## src/hdl/per_task_watchdog_monitor_defines.svh

```systemverilog
// Assertion macros shared by the watchdog monitor RTL.
`ifndef PER_TASK_WATCHDOG_MONITOR_DEFINES_SVH
`define PER_TASK_WATCHDOG_MONITOR_DEFINES_SVH

// Same-cycle implication, sampled on clk and disabled while arst_n is low.
`define PWDM_ASSERT_IMP(lbl, ante, cons) \
	lbl: assert property (@(posedge clk) disable iff (!arst_n) (ante) |-> (cons)) \
		else $error("watchdog monitor: same-cycle check failed");

// Next-cycle implication, sampled on clk and disabled while arst_n is low.
`define PWDM_ASSERT_NXT(lbl, ante, cons) \
	lbl: assert property (@(posedge clk) disable iff (!arst_n) (ante) |=> (cons)) \
		else $error("watchdog monitor: next-cycle check failed");

`endif

```

## src/hdl/pwdm_pkg.sv

```systemverilog
// Types and constants of the per-task watchdog monitor.
package pwdm_pkg;

	localparam int NUM_SLOTS     = 16;
	localparam int SCAN_W        = (NUM_SLOTS > 1) ? $clog2(NUM_SLOTS) : 1;
	localparam int SLOT_ID_W     = 4;
	localparam int TICK_W        = 32;
	localparam int COUNT_W       = 32;
	localparam int CMD_W         = 2;
	localparam logic [TICK_W-1:0] TIMEOUT_RESET = 32'd10000;

	localparam logic [CMD_W-1:0] CMD_TICK  = 2'd0;
	localparam logic [CMD_W-1:0] CMD_TOUCH = 2'd1;
	localparam logic [CMD_W-1:0] CMD_CHECK = 2'd2;

	typedef struct packed {
		logic [CMD_W-1:0]     command;
		logic [SLOT_ID_W-1:0] slot_id;
	} in_word_t;

	typedef struct packed {
		logic [SLOT_ID_W-1:0] slot_index;
		logic [TICK_W-1:0]    age_ticks;
		logic                 expired;
		logic [COUNT_W-1:0]   touch_count;
		logic                 last_of_scan;
	} out_word_t;

	typedef struct packed {
		logic                registered;
		logic [TICK_W-1:0]   last_tick;
		logic [COUNT_W-1:0]  touch_count;
	} cell_data_t;

	typedef struct packed {
		logic touch;
		logic shift;
	} cell_ctrl_t;

endpackage

```

## src/hdl/pwdm_cell.sv

```systemverilog
// One slot cell of the watchdog chain: holds a slot's state and passes it on during a scan.
module pwdm_cell import pwdm_pkg::*; (
	input  logic              clk,
	input  logic              arst_n,
	input  cell_ctrl_t        ctrl,
	input  logic [TICK_W-1:0] tick_now,
	input  cell_data_t        next_data,
	output cell_data_t        data
);

	logic                registered_q;
	logic [TICK_W-1:0]   last_tick_q;
	logic [COUNT_W-1:0]  count_q;

	always_ff @(posedge clk or negedge arst_n) begin
		if (!arst_n) begin
			registered_q <= 1'b0;
		end else if (ctrl.shift) begin
			registered_q <= next_data.registered;
		end else if (ctrl.touch) begin
			registered_q <= 1'b1;
		end
	end

	// An unregistered slot counts from zero, so its first touch gives a count of one.
	always_ff @(posedge clk) begin
		if (ctrl.shift) begin
			last_tick_q <= next_data.last_tick;
			count_q     <= next_data.touch_count;
		end else if (ctrl.touch) begin
			last_tick_q <= tick_now;
			count_q     <= registered_q ? count_q + COUNT_W'(1) : COUNT_W'(1);
		end
	end

	assign data.registered  = registered_q;
	assign data.last_tick   = last_tick_q;
	assign data.touch_count = count_q;

endmodule

```

## src/hdl/pwdm_result.sv

```systemverilog
// Result stage: works out age and expiry for the cell at the head of the chain.
module pwdm_result import pwdm_pkg::*; (
	input  logic              clk,
	input  logic              arst_n,
	input  logic              fire,
	input  logic [SCAN_W-1:0] index,
	input  logic              last,
	input  cell_data_t        head,
	input  logic [TICK_W-1:0] tick_now,
	input  logic [TICK_W-1:0] timeout,
	output logic              strobe,
	output out_word_t         word
);

	logic [TICK_W-1:0] age;
	logic              strobe_q;
	out_word_t         word_q;

	assign age = tick_now - head.last_tick;

	always_ff @(posedge clk or negedge arst_n) begin
		if (!arst_n) begin
			strobe_q <= 1'b0;
		end else begin
			strobe_q <= fire;
		end
	end

	always_ff @(posedge clk) begin
		if (fire) begin
			word_q.slot_index   <= SLOT_ID_W'(index);
			word_q.age_ticks    <= age;
			word_q.expired      <= (age > timeout);
			word_q.touch_count  <= head.touch_count;
			word_q.last_of_scan <= last;
		end
	end

	assign strobe = strobe_q;
	assign word   = word_q;

endmodule

```

## src/hdl/per_task_watchdog_monitor.sv

```systemverilog
// Tick and touch requests are registered; a check holds busy while the chain scans its NUM_SLOTS slots.
// The chain rotates one slot per cycle past the result stage, and a new request is only
// accepted once busy has dropped at the end of the scan.
// Each result appears in the cycle after its slot reaches the head, one per strobe.
// The receiver cannot stall; results are never held back.
// Reset (arst_n low) clears tick count, registration bits and sets the timeout to 10000.
`include "per_task_watchdog_monitor_defines.svh"

module per_task_watchdog_monitor import pwdm_pkg::*; (
	input  logic              clk,
	input  logic              arst_n,
	input  logic              start,
	output logic              busy,
	input  in_word_t          request,
	input  logic              cfg_wr_en,
	input  logic [TICK_W-1:0] cfg_wr_data,
	output logic              result_strobe,
	output out_word_t         result
);

	logic [TICK_W-1:0]    tick_now_q;
	logic [TICK_W-1:0]    timeout_q;
	logic                 scan_active_q;
	logic [SCAN_W-1:0]    scan_cnt_q;
	logic [NUM_SLOTS-1:0] mask_q;
	logic [NUM_SLOTS-1:0] reg_bits;
	logic                 accept;
	logic                 scan_last;
	logic [NUM_SLOTS-1:0] mask_rest;
	cell_data_t           cell_data [NUM_SLOTS];

	assign accept    = start && !scan_active_q;
	assign busy      = scan_active_q;
	assign scan_last = (scan_cnt_q == SCAN_W'(NUM_SLOTS - 1));
	assign mask_rest = mask_q >> 1;

	genvar gi;
	generate
		for (gi = 0; gi < NUM_SLOTS; gi++) begin : g_cell
			cell_ctrl_t ctrl;
			assign ctrl.shift = scan_active_q;
			assign ctrl.touch = accept && (request.command == CMD_TOUCH)
				&& (32'(request.slot_id) == 32'(gi));
			assign reg_bits[gi] = cell_data[gi].registered;

			pwdm_cell u_cell (
				.clk       (clk),
				.arst_n    (arst_n),
				.ctrl      (ctrl),
				.tick_now  (tick_now_q),
				.next_data (cell_data[(gi + 1) % NUM_SLOTS]),
				.data      (cell_data[gi])
			);
		end
	endgenerate

	always_ff @(posedge clk or negedge arst_n) begin
		if (!arst_n) begin
			timeout_q <= TIMEOUT_RESET;
		end else if (cfg_wr_en) begin
			timeout_q <= cfg_wr_data;
		end
	end

	always_ff @(posedge clk or negedge arst_n) begin
		if (!arst_n) begin
			tick_now_q    <= '0;
			scan_active_q <= 1'b0;
			scan_cnt_q    <= '0;
			mask_q        <= '0;
		end else if (scan_active_q) begin
			// The mask shifts with the chain, so bit zero always belongs to the head cell.
			mask_q     <= mask_rest;
			scan_cnt_q <= scan_cnt_q + SCAN_W'(1);
			if (scan_last) begin
				scan_active_q <= 1'b0;
			end
		end else if (accept) begin
			case (request.command)
				CMD_TICK: begin
					tick_now_q <= tick_now_q + TICK_W'(1);
				end
				CMD_CHECK: begin
					scan_active_q <= 1'b1;
					scan_cnt_q    <= '0;
					mask_q        <= reg_bits;
				end
				default: begin
				end
			endcase
		end
	end

	pwdm_result u_result (
		.clk      (clk),
		.arst_n   (arst_n),
		.fire     (scan_active_q && cell_data[0].registered),
		.index    (scan_cnt_q),
		.last     (mask_rest == '0),
		.head     (cell_data[0]),
		.tick_now (tick_now_q),
		.timeout  (timeout_q),
		.strobe   (result_strobe),
		.word     (result)
	);

	`PWDM_ASSERT_NXT(a_no_word_outside_scan, !busy, !result_strobe)
	`PWDM_ASSERT_NXT(a_check_starts_scan, start && !busy && request.command == CMD_CHECK, busy)
	`PWDM_ASSERT_NXT(a_nothing_after_last, result_strobe && result.last_of_scan, !result_strobe)
	`PWDM_ASSERT_IMP(a_mask_tracks_head, busy, mask_q[0] == cell_data[0].registered)

endmodule
```

## config.mk

```make
export PLATFORM = sky130hd
export DESIGN_NAME = per_task_watchdog_monitor
export DESIGN_NICKNAME = d
export VERILOG_FILES = /design/src/hdl/pwdm_pkg.sv /design/src/hdl/pwdm_cell.sv /design/src/hdl/pwdm_result.sv /design/src/hdl/per_task_watchdog_monitor.sv
export VERILOG_INCLUDE_DIRS = /design/src /design/src/hdl
export SDC_FILE = /design/constraint.sdc
export NUM_CORES = 2
export LEC_CHECK = 0
export BUFFER_PORTS_ARGS = -buffer_cell sky130_fd_sc_hd__buf_2
export CORE_ASPECT_RATIO = 1.75
export CORE_UTILIZATION = 56
export CTS_CLUSTER_SIZE = 40
export DETAILED_ROUTE_END_ITERATION = 12
export PLACE_DENSITY = 0.82
export SYNTH_ARGS = -nofsm -noshare
export SYNTH_HDL_FRONTEND = slang
export SYNTH_HIERARCHICAL = 1
export SYNTH_SLANG_ARGS = --single-unit
export TNS_END_PERCENT = 10
```

## constraint.sdc

```tcl
create_clock -name clk -period 5.75 [get_ports clk]
set_input_delay 0.8625 -clock clk [delete_from_list [all_inputs] [get_ports clk]]
set_output_delay 0.8625 -clock clk [all_outputs]
set_load 0.05 [all_outputs]
```

## Yosys cells after proc, flatten, opt, wreduce, memory -nomap -nowiden

Cells that the tools add are included.

| cells by class | value |
|---|---|
| order comparisons | 1 |
| mux-type cells | 122 |
| shift operators | 0 |
| div/mod/pow operators | 0 |
| reduce and logical (&&, ||, !) cells | 43 |
| add/sub/neg operators | 19 |
| bitwise operators | 1 |
| equal/unequal tests | 18 |
| $mul | 0 |

Operator list:

| kind | count |
|---|---|
| $mux 32 | 80 |
| $add 32x1->32 const B | 17 |
| $mux 16 | 3 |
| $eq 4x4->1 const B | 9 |
| $mux 1 | 36 |
| $reduce_bool 2->1 | 18 |
| $gt 32x32->1 | 1 |
| $sub 32x32->32 | 1 |
| $logic_and 1x1->1 | 19 |
| $eq 4x3->1 const B | 4 |
| $logic_not 16->1 | 1 |
| $mux 4 | 3 |
| $eq 4x2->1 const B | 2 |
| $add 4x1->4 const B | 1 |
| $eq 4x1->1 const B | 1 |
| $logic_not 4->1 | 1 |
| $reduce_and 3->1 | 1 |
| $eq 2x1->1 const B | 1 |
| $eq 2x2->1 const B | 1 |
| $logic_not 2->1 | 1 |
| $reduce_and 2->1 | 1 |
| $logic_not 1->1 | 1 |
| $not 1->1 | 1 |

| storage, ports and cells | value |
|---|---|
| logic and storage cells | 263 |
| register bits after elaboration | 1,196 |
| memories kept | 0 |
| memory bits (read-only) | 0 |
| input port bits | 42 |
| output and inout bits | 72 |
| RAM bits | 0 |
| bits in latches | 0 |

## Longest topological paths before layout

| logic depth | value |
|---|---|
| depth in word-level cells | 6 |
| depth in mapped cells | 20 |
| mapped depth without buffers | 20 |

## Hierarchy

The synthesis kept the hierarchy.

By module, submodules not included:

| module | instances | seq. area each (sq um) | area an instance (sq um) | cells an instance |
|---|---|---|---|---|
| pwdm_cell | 16 | 1,946.9 | 3,388.2 | 273 |
| pwdm_result | 1 | 2,127.0 | 4,621.9 | 431 |
| per_task_watchdog_monitor | 1 | 2,108.3 | 3,696.0 | 304 |

## Worst setup path after synthesis

Ideal clock, no wire load.

| path | value |
|---|---|
| path kind | register to register |
| from | reg tick_now_q[0] |
| to | reg u_result.word_q, in the netlist u_result/word[33], data pin |
| slack | 1.614 ns |
| arrival time | 3.978 ns |
| clock period less this slack | 4.136 ns |
| cell stages (with the launch flop) | 19 |
| setup time | 0.159 ns |
| cell sequence | dfrtp_1 -> inv_1 -> ha_1 -> inv_1 -> fa_1 -> a21o_1 -> a221oi_2 -> nand2b_4 -> o311a_4 -> o31a_4 -> o31ai_4 -> or4b_1 -> and3_1 -> ha_1 -> nand4_1 -> or3_1 -> nor2_1 -> o21ai_0 -> a22oi_1 |

| between the ends | value |
|---|---|
| longest elaborated chain between the ends | 2 |

Ends and longest elaborated chain:

| item | line | RTL |
|---|---|---|
| start, declared | per_task_watchdog_monitor.sv:21 | `logic [TICK_W-1:0] tick_now_q;` |
| start signal, assigned | per_task_watchdog_monitor.sv:81 | `tick_now_q <= tick_now_q + TICK_W'(1);` |
| $sub 32x32->32 | pwdm_result.sv:19 | `assign age = tick_now - head.last_tick;` |
| via u_result.age[26] | pwdm_result.sv:15 | `logic [TICK_W-1:0] age;` |
| $gt 32x32->1 | pwdm_result.sv:33 | `word_q.expired <= (age > timeout);` |
| end, declared | pwdm_result.sv:17 | `out_word_t word_q;` |

The timed path passes the listed nets, and every way through them passes these cells.
A chain may end at the register's enable or synchronous reset.

## Final worst setup path

| path | value |
|---|---|
| from | reg tick_now_q[4] |
| to | reg u_result.word_q, in the netlist u_result/word[33], data pin |

Same word-level chain as after synthesis.

==> metrics.md <==
| Metric | Value |
|---|---|
| Max-capacitance violation count | 0 |
| Worst-Skew Late Latency | 0.71 ns |
| Cell Pwr Density | 555.4 nW/um^2 |
| Layout cell share with drive strength beyond 1 | 20.59% |
| Nets | 5219 |
| First-pass GRT wire length | about 230000 um |
| Vias in the first global route | 40.73k |
| Initial antenna violation count | 8 |
| Area contributors post-synth | edfxtp_1 (53%), mux2_2 (9.8%), xnor2_1 (5.9%) |
| Cts bufs inserted | about 100 |
| Final hold viol count | 0 |
| HPWL Detailed | 93110 um |
| Kind of critical path | reg -> reg |
| Syn_area_per_cell | 12.25 um^2 |
| Ports | around 110 |
| Syn Nets | between 5k and 6k |
| Clk root buf | clkbuf_16 |
| CP most frequent cell | ha_1 |
| Peak supply drop | 0.0003663 V |
| WP buf/inv | 0 |
| Worst Reg-to-Reg Cells | 14 |
| Drt first-iter violations | 4126 |
| CP Cell Sequence | ha_1, a21o_1, a211o_1, o21ai_0, o22ai_1, a31oi_1, o211ai_1, a21oi_1, xnor2_1, ha_1, nand4_1, or3_1, o221a_2, a22oi_1 |
| Remaining DRCs | 0 |
| R2R Setup Slk | slightly below 0.8 ns |
| Post-CTS resize count | 0 |
| Unrepaired setup endpoints after global routing | no |
| Wire length per cell | 21.82 um |
| Actual slew at the worst max-slew pin | roughly 1.2 ns |
| Largest area contributor in the netlist | edfxtp_1 |
| Die Area | 113100 um^2 |
| Area growth syn-to-layout | 7.988% |
| Slowest stage delay, CP | 0.76 ns |
| Crit. End Element | flip-flop |
| Total grt overflow | 0 |
| Largest net degree at the start of global routing | 220 |
| Critical Path Sink | u_result/word[33] |
| Fmax | between 0.2 and 0.25 GHz |
| CTS tree | yes |
| WHS | 0.2426 ns |
| GRT Total Usage | 25.45% |
| Yosys warns | 6 |
| Clk_skew | 0.03320 ns |
| Die width | 254.6 um |
| Initial core utilization | between 50% and 60% |
| Critical path fanouts, max | 21 |
| Initial DRT Pass Iterations | 8 |
| FF-to-FF Start | tick_now_q[4] |
| Synthesized area | 62530 um^2 |
| Final Instance Area | 67520 um^2 |
| Final min period | 4.961 ns |
| Filler Cells Inserted | 8287 |
| Via count | 41.04k |
| Setup Fix Bufs, Post-CTS | 0 |
| GR Util met2 | between 40% and 50% |
| Buffers on Ports | 113 |
| Via/cell ratio | 6.168 |
| Top post-synthesis cells by count | edfxtp_1 (1094), nand2_1 (697), mux2_2 (546) |
| Status | complete, no violations |
| Static Leak | 23.61 nW |
| Cell variety after synth | 67 |
| Hold Buf Count CTS | 0 |
| #FFs+latches synth | between 1k and 1.5k |
| Min-delay worst type | in -> async |
| Slew HR | 22.57% |
| Clock sink total | 1195 |
| Post-synth top area share | 52.54% |
| R2R Path End | u_result/word[33] |
| CTS H-tree depth | 3 |
| Startpoint Class | flip-flop |
| Sequential area share after synthesis | between 50% and 60% |
| Chip Height | 444.0 um |
| Critical path arrival | between 5 and 6 ns |
| Gate Count Post-Synth | 5103 |
| Post-DRT Antenna Nets | 0 |
| M3 GR Usage | roughly 3.7% |
| Core area | 110400 um^2 |
| Fin. max-slew vios | 0 |
| Final setup viols | 0 |
| CTS clk-pin slew, worst paths | 0.07 ns |
| Worst setup path start | tick_now_q[4] |
| Final Non-Filler Cells | 6653 |
| Cell Rows | 161 |
| GR Util met1 | ~31% |
| Top FF cell, synth | edfxtp_1 |
| Routability congestion estimate | a little under 0.9 |
| Setup TNS | 0 ns |
| Post-synth EDFFs | 1094 |
| Longest Clk Path Bufs | 3 |
| DP Area | 64110 um^2 |
| Period utilization | 86.28% |
| Slowest CP cell | dfrtp_1 |
| Most crowded layer after global routing | met2 |
| CP required | 6.29 ns |
| CP delay by family, top | compound AO/OA/AOI/OAI gates |
| Most numerous cell in the Yosys netlist | edfxtp_1 |
| Placed cell count | 6458 |
| Post-Route WL | roughly 150000 um |
| Asr flop ratio synth | 8.452% |
| Number of cells on the critical path | 14 |
how the worst min path moves through the flow:
stage | startpoint | end | slack, ns
floorplan | scan_cnt_q[3] | u_result/word[69] | 0.46
global placement | timeout_q[27] | timeout_q[27] | 0.49
detailed placement | timeout_q[3] | timeout_q[3] | 0.50
CTS | arst_n | timeout_q[11] | 0.23
global route | arst_n | timeout_q[11] | 0.29
finish | arst_n | timeout_q[11] | 0.24
worst reg2reg max path, cell delays in order (launching register included):
cell	delay, ns
dfrtp_1	0.76
ha_1	0.39
a21o_1	0.23
a211o_1	0.28
o21ai_0	0.42
o22ai_1	0.30
a31oi_1	0.51
o211ai_1	0.20
a21oi_1	0.23
xnor2_1	0.17
ha_1	0.33
nand4_1	0.12
or3_1	0.42
o221a_2	0.28
a22oi_1	0.19
where the power goes:
part           leakage [nW]  total [mW]  internal (mW)  switching (mW)
Clock                  1.67        7.18           3.94            3.25
Sequential             12.6        18.7           15.2            3.50
Combinational          9.32        11.6           4.69            6.96
Total                  23.6        37.5           23.8            13.7
state kept, by name, summed over array words and instances (netlist names):
signal / count
g_cell.u_cell/registered_q: 16
g_cell.u_cell/last_tick_q: 512
timeout_q: 32
g_cell.u_cell/count_q: 512
u_result/word: 70
busy: 1
mask_q: 15
scan_cnt_q: 4
u_result/strobe: 1
tick_now_q: 32
per-layer routing:
layer	vias up	part of all wire, %
met4	8	4.5
met5	-	0.034
met2	1546	51
met1	20250	39
li1	18860	-
met3	383	5.9
layout make-up:
cell class / count / area, um^2 / area share [%]
flip-flops and latches: 1195 / 35390 / 52.41
inverters: 121 / 454.2 / 0.6726
diodes: 3 / 7.507 / 0.01112
repair buffers: 145 / 858.3 / 1.271
well taps: 1467 / 1836 / 2.718
multi-input cells: 3530 / 25570 / 37.87
clock inverters: 55 / 566.8 / 0.8394
clock buffers: 137 / 2839 / 4.204
placed cells by master, fill, tap and decap left out, types with 23 or more instances in the layout:
cell       instances
edfxtp_1        1094
nand2_1          697
mux2_2           546
xnor2_1          418
o21ai_0          291
o21ai_1          193
nand3_1          160
nor2_1           129
nor4_2           129
inv_1            121
xor2_1           121
nand4_1          116
buf_2            112
clkbuf_16        106
dfrtp_1           95
nor3_1            84
and4_1            84
ha_1              81
and3_1            71
a21oi_1           55
and2_1            52
nor4_1            39
a22o_1            34
nand4_4           32
buf_4             29
clkinv_2          25
clkbuf_1          24
nand2b_1          23
through the flow:
stage / setup slack [ns] / util [%] / total power [mW]
2_1_floorplan: 1.614 / - / 26.26
3_3_place_gp: 1.117 / 58.08 / 29.59
3_5_place_dp: 0.9684 / 58.08 / 30.11
4_1_cts: 0.8935 / 61.16 / 37.46
5_1_grt: 0.5998 / 61.17 / 39.32
6_report: 0.7891 / 61.17 / 37.50
kinds of logic (layout without fill, tap and decap cells):
kind of cell	Yosys count	in the layout	synth area share, %
and+or+nand+nor	1703	1703	15.79
DFF	1195	1195	56.59
AOI/OAI and AO/OA	660	660	5.969
muxes	546	546	9.833
xor gates and xnor gates	539	539	7.550
buffers and inverters	378	458	2.613
adders and majority gates	82	82	1.653
other	0	3	0
No activity file was read; power rests on OpenSTA's default activity.
